`src/maad_pkg.sv`:
```
// Shared types and constants for the moving-average anomaly detector.
`default_nettype none

package maad_pkg;

  // Largest window the ring can hold
  localparam int WINDOW_MAX_DEF = 64;

  // Fixed field widths
  localparam int SAMPLE_W  = 16;
  localparam int WLEN_W    = 7;
  localparam int THRESH_W  = 24;
  localparam int MAXREP_W  = 16;
  localparam int INDEX_W   = 24;
  localparam int QUO_W     = 24;   // mean in Q.8 always fits 24 bits
  localparam int DIFF_W    = 25;
  localparam int FRAC_W    = 8;
  localparam int CFG_IDX_W = 2;
  localparam int CFG_DAT_W = 24;

  // Divider sequencing: one quotient bit per step
  localparam int DIV_STEPS = QUO_W;
  localparam int CNT_W     = $clog2(DIV_STEPS);

  // Register indexes
  localparam logic [CFG_IDX_W-1:0] REG_WINDOW_LEN  = 2'd0;
  localparam logic [CFG_IDX_W-1:0] REG_THRESHOLD   = 2'd1;
  localparam logic [CFG_IDX_W-1:0] REG_MAX_REPORTS = 2'd2;

  typedef enum logic [1:0] {
    ST_IDLE,
    ST_DIVIDE,
    ST_DIFF,
    ST_DECIDE
  } state_t;

  // Controller to datapath
  typedef struct packed {
    logic load;      // capture the beat, start the mean division
    logic div_step;  // one restoring-divider step
    logic diff_load; // register signed mean and difference
    logic commit;    // update series state, emit a report if flagged
  } dp_cmd_t;

  // Datapath to controller
  typedef struct packed {
    logic full;      // window filled before this sample
    logic report;    // sample qualifies as a report
    logic out_free;  // output register can take a result this cycle
  } dp_status_t;

endpackage

`default_nettype wire

```
`src/maad_ctrl.sv`:
```
// Sequencer for the anomaly detector: capture, divide, difference, decide.
`default_nettype none

module maad_ctrl
  import maad_pkg::*;
(
  input  wire logic       clk,
  input  wire logic       rst_n,
  input  wire logic       in_valid,
  output logic            in_ready,
  input  wire dp_status_t status,
  output dp_cmd_t         cmd
);

  state_t           state_r, state_nxt;
  logic [CNT_W-1:0] cnt_r, cnt_nxt;
  logic             accept;

  assign accept = in_valid && (state_r == ST_IDLE);

  // Next state
  always_comb begin
    state_nxt = state_r;
    cnt_nxt   = cnt_r;
    unique case (state_r)
      ST_IDLE: begin
        cnt_nxt = '0;
        if (accept) begin
          state_nxt = status.full ? ST_DIVIDE : ST_DECIDE;
        end
      end
      ST_DIVIDE: begin
        cnt_nxt = cnt_r + 1'b1;
        if (cnt_r == CNT_W'(DIV_STEPS - 1)) begin
          state_nxt = ST_DIFF;
        end
      end
      ST_DIFF: begin
        state_nxt = ST_DECIDE;
      end
      ST_DECIDE: begin
        if (!status.report || status.out_free) begin
          state_nxt = ST_IDLE;
        end
      end
      default: begin
        state_nxt = ST_IDLE;
      end
    endcase
  end

  // Outputs
  always_comb begin
    in_ready      = 1'b0;
    cmd           = '0;
    unique case (state_r)
      ST_IDLE: begin
        in_ready = 1'b1;
        cmd.load = accept;
      end
      ST_DIVIDE: begin
        cmd.div_step = 1'b1;
      end
      ST_DIFF: begin
        cmd.diff_load = 1'b1;
      end
      ST_DECIDE: begin
        cmd.commit = !status.report || status.out_free;
      end
      default: begin
        in_ready = 1'b0;
      end
    endcase
  end

  always_ff @(posedge clk) begin
    if (!rst_n) begin
      state_r <= ST_IDLE;
      cnt_r   <= '0;
    end else begin
      state_r <= state_nxt;
      cnt_r   <= cnt_nxt;
    end
  end

endmodule

`default_nettype wire

```
`src/maad_dpath.sv`:
```
// Datapath: sample ring, running sum, mean divider, deviation and report register.
`default_nettype none

module maad_dpath
  import maad_pkg::*;
#(
  parameter int WINDOW_MAX = WINDOW_MAX_DEF
) (
  input  wire logic                        clk,
  input  wire logic                        rst_n,
  input  wire dp_cmd_t                     cmd,
  output dp_status_t                       status,
  input  wire logic signed [SAMPLE_W-1:0]  in_sample,
  input  wire logic                        in_last_sample,
  input  wire logic                        cfg_we,
  input  wire logic [CFG_IDX_W-1:0]        cfg_index,
  input  wire logic [CFG_DAT_W-1:0]        cfg_wdata,
  output logic                             out_valid,
  input  wire logic                        out_ready,
  output logic [INDEX_W-1:0]               out_sample_index,
  output logic signed [SAMPLE_W-1:0]       out_sample_value,
  output logic signed [QUO_W-1:0]          out_expected,
  output logic [QUO_W-1:0]                 out_deviation
);

  localparam int AW    = (WINDOW_MAX > 1) ? $clog2(WINDOW_MAX) : 1;
  localparam int WIN_W = $clog2(WINDOW_MAX + 1);
  localparam int SUM_W = SAMPLE_W + $clog2(WINDOW_MAX);
  localparam int DVD_W = SUM_W + FRAC_W;

  // Configuration
  logic [WLEN_W-1:0]   wlen_r;
  logic [THRESH_W-1:0] thresh_r;
  logic [MAXREP_W-1:0] maxrep_r;
  logic                wlen_wr;

  // Series state
  logic signed [SUM_W-1:0] sum_r, sum_nxt;
  logic [AW-1:0]           wp_r, wp_nxt;
  logic [WIN_W-1:0]        fill_r, fill_nxt;
  logic [INDEX_W-1:0]      pos_r, pos_nxt;
  logic [MAXREP_W-1:0]     reps_r, reps_nxt;

  // Per-item working registers
  logic signed [SAMPLE_W-1:0] samp_r;
  logic                       last_r;
  logic                       full_r;
  logic signed [SAMPLE_W-1:0] old_r;
  logic                       neg_r;
  logic [WIN_W-1:0]           rem_r;
  logic [QUO_W-1:0]           quo_r;
  logic signed [QUO_W-1:0]    mean_r;
  logic signed [DIFF_W-1:0]   diff_r;

  // Ring memory
  logic signed [SAMPLE_W-1:0] ring_mem [WINDOW_MAX];

  // Output register
  logic                       out_valid_r;
  logic [INDEX_W-1:0]         o_idx_r;
  logic signed [SAMPLE_W-1:0] o_val_r;
  logic signed [QUO_W-1:0]    o_exp_r;
  logic [QUO_W-1:0]           o_dev_r;

  logic [WIN_W-1:0]           win;
  logic [SUM_W-1:0]           sum_mag;
  logic [DVD_W-1:0]           dividend;
  logic [WIN_W:0]             trial;
  logic                       trial_ok;
  logic signed [QUO_W-1:0]    mean_val;
  logic signed [DIFF_W-1:0]   diff_val;
  logic [DIFF_W-1:0]          dev_full;
  logic [QUO_W-1:0]           dev;
  logic                       report;

  assign wlen_wr = cfg_we && (cfg_index == REG_WINDOW_LEN);

  // Clamp window length into 1..WINDOW_MAX
  always_comb begin
    if (wlen_r == '0) begin
      win = WIN_W'(1);
    end else if (int'(wlen_r) > WINDOW_MAX) begin
      win = WIN_W'(WINDOW_MAX);
    end else begin
      win = WIN_W'(wlen_r);
    end
  end

  // Magnitude of the sum, scaled to Q.8, as divider input
  assign sum_mag  = sum_r[SUM_W-1] ? SUM_W'(-sum_r) : SUM_W'(sum_r);
  assign dividend = {sum_mag, {FRAC_W{1'b0}}};

  // Restoring divider step
  assign trial    = {rem_r, quo_r[QUO_W-1]} - {1'b0, win};
  assign trial_ok = ({rem_r, quo_r[QUO_W-1]} >= {1'b0, win});

  // Signed mean and difference
  assign mean_val = neg_r ? -$signed(quo_r) : $signed(quo_r);
  assign diff_val = DIFF_W'($signed({samp_r, {FRAC_W{1'b0}}}))
                    - DIFF_W'(mean_val);

  // Absolute deviation and report decision
  assign dev_full = diff_r[DIFF_W-1] ? DIFF_W'(-diff_r) : DIFF_W'(diff_r);
  assign dev      = dev_full[QUO_W-1:0];
  assign report   = full_r && (reps_r < maxrep_r) && (dev > thresh_r);

  assign status.full     = (fill_r >= win);
  assign status.report   = report;
  assign status.out_free = !out_valid_r || out_ready;

  // Series state update at commit; cleared by a window-length write
  always_comb begin
    sum_nxt  = sum_r;
    wp_nxt   = wp_r;
    fill_nxt = fill_r;
    pos_nxt  = pos_r;
    reps_nxt = reps_r;
    if (wlen_wr) begin
      sum_nxt  = '0;
      wp_nxt   = '0;
      fill_nxt = '0;
      pos_nxt  = '0;
      reps_nxt = '0;
    end else if (cmd.commit) begin
      if (last_r) begin
        sum_nxt  = '0;
        wp_nxt   = '0;
        fill_nxt = '0;
        pos_nxt  = '0;
        reps_nxt = '0;
      end else begin
        sum_nxt = sum_r + SUM_W'(samp_r) - (full_r ? SUM_W'(old_r) : SUM_W'(0));
        if (!full_r) begin
          fill_nxt = fill_r + 1'b1;
        end
        if (WIN_W'(wp_r) + 1'b1 == win) begin
          wp_nxt = '0;
        end else begin
          wp_nxt = wp_r + 1'b1;
        end
        if (pos_r != '1) begin
          pos_nxt = pos_r + 1'b1;
        end
        if (report) begin
          reps_nxt = reps_r + 1'b1;
        end
      end
    end
  end

  // Control state: configuration, series state, output valid
  always_ff @(posedge clk) begin
    if (!rst_n) begin
      wlen_r      <= WLEN_W'(8);
      thresh_r    <= THRESH_W'(768);
      maxrep_r    <= '1;
      sum_r       <= '0;
      wp_r        <= '0;
      fill_r      <= '0;
      pos_r       <= '0;
      reps_r      <= '0;
      out_valid_r <= 1'b0;
    end else begin
      if (cfg_we) begin
        unique case (cfg_index)
          REG_WINDOW_LEN:  wlen_r   <= cfg_wdata[WLEN_W-1:0];
          REG_THRESHOLD:   thresh_r <= cfg_wdata[THRESH_W-1:0];
          REG_MAX_REPORTS: maxrep_r <= cfg_wdata[MAXREP_W-1:0];
          default: begin
            wlen_r <= wlen_r;
          end
        endcase
      end
      sum_r  <= sum_nxt;
      wp_r   <= wp_nxt;
      fill_r <= fill_nxt;
      pos_r  <= pos_nxt;
      reps_r <= reps_nxt;
      if (cmd.commit && report) begin
        out_valid_r <= 1'b1;
      end else if (out_ready) begin
        out_valid_r <= 1'b0;
      end
    end
  end

  // Per-item working registers and divider
  always_ff @(posedge clk) begin
    if (cmd.load) begin
      samp_r <= in_sample;
      last_r <= in_last_sample;
      full_r <= status.full;
      neg_r  <= sum_r[SUM_W-1];
      rem_r  <= WIN_W'(dividend >> QUO_W);
      quo_r  <= QUO_W'(dividend);
    end else if (cmd.div_step) begin
      rem_r <= trial_ok ? trial[WIN_W-1:0] : rem_r[WIN_W-1:0] << 1 | WIN_W'(quo_r[QUO_W-1]);
      quo_r <= {quo_r[QUO_W-2:0], trial_ok};
    end
    if (cmd.diff_load) begin
      mean_r <= mean_val;
      diff_r <= diff_val;
    end
  end

  // Ring: read the oldest entry at capture, write the new sample at commit
  always_ff @(posedge clk) begin
    if (cmd.load) begin
      old_r <= ring_mem[wp_r];
    end
    if (cmd.commit) begin
      ring_mem[wp_r] <= samp_r;
    end
  end

  // Report payload
  always_ff @(posedge clk) begin
    if (cmd.commit && report) begin
      o_idx_r <= pos_r;
      o_val_r <= samp_r;
      o_exp_r <= mean_r;
      o_dev_r <= dev;
    end
  end

  assign out_valid        = out_valid_r;
  assign out_sample_index = o_idx_r;
  assign out_sample_value = o_val_r;
  assign out_expected     = o_exp_r;
  assign out_deviation    = o_dev_r;

endmodule

`default_nettype wire

```
`src/moving_average_anomaly_detector_core.sv`:
```
// Top level of the moving-average anomaly detector.
//
//   Channel | Ports                                                 | Beat when
//   --------+-------------------------------------------------------+--------------------
//   input   | in_sample, in_last_sample                             | in_valid & in_ready
//   result  | out_sample_index, out_sample_value, out_expected,     | out_valid & out_ready
//           | out_deviation                                         |
//   config  | cfg_index, cfg_wdata                                  | cfg_we
//
// A sample with a full window passes through capture, 24 restoring-divider
// steps for the mean (one quotient bit each), difference and decision.
// While the window fills a sample passes through capture and decision only.
// The decision stalls only while a report is due and the result register
// still holds an untaken beat; a new sample is taken while a result waits.
// Reset clears the series state and loads default register values; the ring
// needs no clearing since only entries written in this series are read.
`default_nettype none

module moving_average_anomaly_detector_core
  import maad_pkg::*;
#(
  parameter int WINDOW_MAX = WINDOW_MAX_DEF
) (
  input  wire logic                        clk,
  input  wire logic                        rst_n,
  input  wire logic                        in_valid,
  output logic                             in_ready,
  input  wire logic signed [SAMPLE_W-1:0]  in_sample,
  input  wire logic                        in_last_sample,
  output logic                             out_valid,
  input  wire logic                        out_ready,
  output logic [INDEX_W-1:0]               out_sample_index,
  output logic signed [SAMPLE_W-1:0]       out_sample_value,
  output logic signed [QUO_W-1:0]          out_expected,
  output logic [QUO_W-1:0]                 out_deviation,
  input  wire logic                        cfg_we,
  input  wire logic [CFG_IDX_W-1:0]        cfg_index,
  input  wire logic [CFG_DAT_W-1:0]        cfg_wdata
);

  dp_cmd_t    cmd;
  dp_status_t status;

  maad_ctrl u_ctrl (
    .clk      (clk),
    .rst_n    (rst_n),
    .in_valid (in_valid),
    .in_ready (in_ready),
    .status   (status),
    .cmd      (cmd)
  );

  maad_dpath #(
    .WINDOW_MAX (WINDOW_MAX)
  ) u_dpath (
    .clk              (clk),
    .rst_n            (rst_n),
    .cmd              (cmd),
    .status           (status),
    .in_sample        (in_sample),
    .in_last_sample   (in_last_sample),
    .cfg_we           (cfg_we),
    .cfg_index        (cfg_index),
    .cfg_wdata        (cfg_wdata),
    .out_valid        (out_valid),
    .out_ready        (out_ready),
    .out_sample_index (out_sample_index),
    .out_sample_value (out_sample_value),
    .out_expected     (out_expected),
    .out_deviation    (out_deviation)
  );

endmodule

`default_nettype wire
```
`config.mk`:
```
export PLATFORM = sky130hd
export DESIGN_NAME = moving_average_anomaly_detector_core
export DESIGN_NICKNAME = d
export VERILOG_FILES = /design/src/maad_pkg.sv /design/src/maad_ctrl.sv /design/src/maad_dpath.sv /design/src/moving_average_anomaly_detector_core.sv
export SDC_FILE = /design/constraint.sdc
export NUM_CORES = 2
export LEC_CHECK = 0
export BUFFER_PORTS_ARGS = -buffer_cell sky130_fd_sc_hd__buf_2
export CORE_ASPECT_RATIO = 0.8
export CORE_MARGIN = 4
export CORE_UTILIZATION = 30
export DETAILED_ROUTE_END_ITERATION = 16
export GPL_TIMING_DRIVEN = 0
export PLACE_DENSITY = 0.52
export REMOVE_ABC_BUFFERS = 1
export SLEW_MARGIN = 10
export SYNTH_ARGS = -nofsm -noshare
export SYNTH_HDL_FRONTEND = slang
export SYNTH_SLANG_ARGS = --single-unit
```
`constraint.sdc`:
```
create_clock -name clk -period 7.9 [get_ports clk]
set_input_delay 1.58 -clock clk [delete_from_list [all_inputs] [get_ports clk]]
set_output_delay 1.58 -clock clk [all_outputs]
set_load 0.02 [all_outputs]
```
==> results.py <==
metrics = {
    "drt": {
        "routed_wl_mm": 158,
        "wire_per_inst_um": 24.1,
        "drc": 0,
        "drtPass1Iterations": 5,
        "vias": 34200,
        "ant_nets": 0,
        "drt_iter0_drc": 3903,
        "via_per_inst": 5.23,
    },
    "synthesis": {
        "synth_edf_count": 1216,
        "synth_xor_area_frac": 0.0189,
        "ys.flop_type": "edfxtp_1",
        "muxShareOfSynthArea": 0.00427,
        "netlist_area_um2": 54800,
        "synthTopCellsByArea": "edfxtp_1, dfxtp_1, a22oi_1",
        "synthTopCellsByCount": "edfxtp_1, a22oi_1, nand2_1",
        "yosysMostFrequentCell": "edfxtp_1",
        "synth_cell_types": 74,
        "yosysWarningCount": 0,
        "synthAdderAreaFrac": 0.0318,
        "synth_compound_area_frac": 0.139,
        "ys_seq_elements": 1355,
        "synth-async-reset-ratio": 0,
        "synth_cells": 3744,
        "avgSynthCellArea_um2": 14.6,
        "synth.largest_area_cell": "edfxtp_1",
        "ys_seq_area_frac": 0.717,
        "yosys.area_share.simple": 0.0631,
        "synth_top_family_by_area": "compound AO/OA/AOI/OAI gates",
        "synth_top_area_share": 0.666,
    },
    "placed_design": {
        "gp_congestion": 0.810,
        "io_buffer_count": 137,
        "hpwl_mm": 109,
        "pre_cts_slack_ns": 0.372,
        "dpl_cell_area_um2": 61500,
        "dp_cells": 6300,
    },
    "layout": {
        "design_area_um2": 65900,
        "fin_util": 0.362,
        "multi_input_area_um2": 14400,
        "fill_cells": 17200,
        "stdcell_count": 6548,
        "syn2layout_area_growth_pct": 20.1,
        "nets": 4197,
        "seqCellArea_um2": 39300,
        "drive_gt1_frac": 0.159,
    },
    "clocking": {
        "clockBufferDepth": 3,
        "cts_tree": "built",
        "cts_htree_levels": 4,
        "numCtsBuffers": 135,
        "path_clk_slew_ns": 0.06,
        "post_cts_resize_count": 0,
        "insertion_delay_ns": 0.77,
        "cts.sinks": 1355,
        "post_cts_buffers": 0,
        "clockRootBuffer": "clkbuf_16",
        "ctsHoldBuffers": 0,
    },
    "sta": {
        "setup_tns_ns": 0,
        "min_period_over_period": 0.952,
        "holdWs_ns": 0.418,
        "setup_viol": 0,
        "timing.final.ws_setup_ns": 0.382,
        "slew_violations": 0,
        "slew_headroom": 0.0145,
        "skew_ns": 0.0250,
        "max_freq_ghz": 0.133,
        "worst_pin_slew_ns": 1.46,
        "rsz0062_at_grt": "no",
        "hold_viol": 0,
        "period_needed_ns": 7.52,
    },
    "floorplan": {
        "ios": 138,
        "die_area_um2": 190000,
        "fp.coreArea_um2": 182000,
        "die_y_um": 390,
        "start_util": 0.302,
        "std_cell_rows": 140,
        "die_w_um": 486,
    },
    "setup_path": {
        "cp_max_fo": 19,
        "cp-startpoint": "u_dpath.diff_r[2]$_DFFE_PP_",
        "cp.required_ns": 8.38,
        "start_kind": "flip-flop",
        "critical_path_class": "flip-flop to flip-flop",
        "critPathArrivalTime_ns": 8.00,
        "timing.rr.start": "u_dpath.diff_r[2]$_DFFE_PP_",
        "end_kind": "flip-flop",
    },
    "grt": {
        "antenna_found_initial": 6,
        "grt_usage": 0.162,
        "grt_pass1_wl_mm": 230,
        "globalRoute.totalOverflow": 0,
        "grt_pass1_vias": 32500,
        "grt_max_degree": 64,
    },
    "run_status": {
        "status": "complete, but fails checks",
        "violations": "max-capacitance violations",
    },
    "min_path": {
        "min_path_type": "flip-flop to flip-flop",
        "min_from": "u_dpath.mean_r[4]$_DFFE_PP_",
    },
    "flow_run": {
        "drv_cap": 1,
    },
    "power": {
        "p_per_area_nw_per_um2": 299,
        "leakage_nw": 21.7,
        "peakVddDrop_mv": 0.243,
        "power_mw": 19.7,
    },
}
## flip-flops by register name (all words and copies together), names as in the netlist, 22 cells and up
| name | flops |
|---|---|
| u_dpath.out_deviation | 24 |
| u_dpath.out_sample_index | 24 |
| u_dpath.ring_mem | 1024 |
| u_dpath.thresh_r | 24 |
| u_dpath.out_expected | 23 |
| u_dpath.diff_r | 25 |
| u_dpath.sum_r | 22 |
| u_dpath.quo_r | 24 |
| u_dpath.mean_r | 23 |
| u_dpath.pos_r | 24 |
## layout by cell type (no fill, tap or decap), drive strengths merged, types with 114 or more instances in the layout
master and instances:
edfxtp 1216, a31oi 135, nand2 177, buf 352
inv 174, nor2 142, a22oi 292, dfxtp 139
a21oi 131, a221oi 114, clkbuf 170
## per-layer routing
metal / vias to the layer above / routed length (µm) / track usage / part of all wire
met5: - / 0 / 0 / 0
met4: 0 / 3040 / 0.0411 / 0.019
met3: 194 / 11600 / 0.0317 / 0.073
met2: 1212 / 69300 / 0.242 / 0.44
met1: 17400 / 73800 / 0.241 / 0.47
li1: 15400 / - / - / -
## power by group
group	switching (mW)	internal [mW]	leakage, nW
logic	2.71	1.61	7.38
clock network	2.78	3.69	2.16
registers	0.326	8.60	12.1
total	5.82	13.9	21.7
## path summary, 6_finish.rpt
check | endpoint | slack [ns] | depth (start not counted)
max | u_dpath.ring_mem[63][2]$_DFFE_PP_ | 0.38 | 17
min | u_dpath.out_expected[4]$_DFFE_PP_ | 0.42 | 0
max reg2reg | u_dpath.ring_mem[63][2]$_DFFE_PP_ | 0.38 | 17
min reg2reg | u_dpath.out_expected[4]$_DFFE_PP_ | 0.42 | 0
## critical path, stage by stage (launching register included)
cell	delay [ns]
edfxtp_1	0.43
or3_1	0.42
nand2b_1	0.20
or4_1	0.48
or3_1	0.42
nand2b_1	0.22
o31ai_1	0.29
xnor2_1	0.20
ha_1	0.37
nand4_1	0.21
nor4_1	0.67
a221oi_1	0.22
and2_1	0.20
and3_1	0.24
a21oi_4	0.67
nand2_1	0.82
nor2_2	0.89
buf_6	0.24
## layout make-up
cell class | count | area share
diodes | 2 | 0.0000760
clock inverters | 76 | 0.0119
flip-flops and latches | 1355 | 0.597
repair buffers | 352 | 0.0626
multi-input cells | 2013 | 0.219
well taps | 2414 | 0.0459
clock buffers | 170 | 0.0549
inverters | 166 | 0.00946
## kinds of logic after synthesis
family / count (synthesis)
flops: 1355
mux: 23
compound gates: 1072
buf+inv: 376
xor+xnor: 116
simple gates: 676
fa+ha+maj: 126
Note: power is estimated with default switching activity, not from simulation.
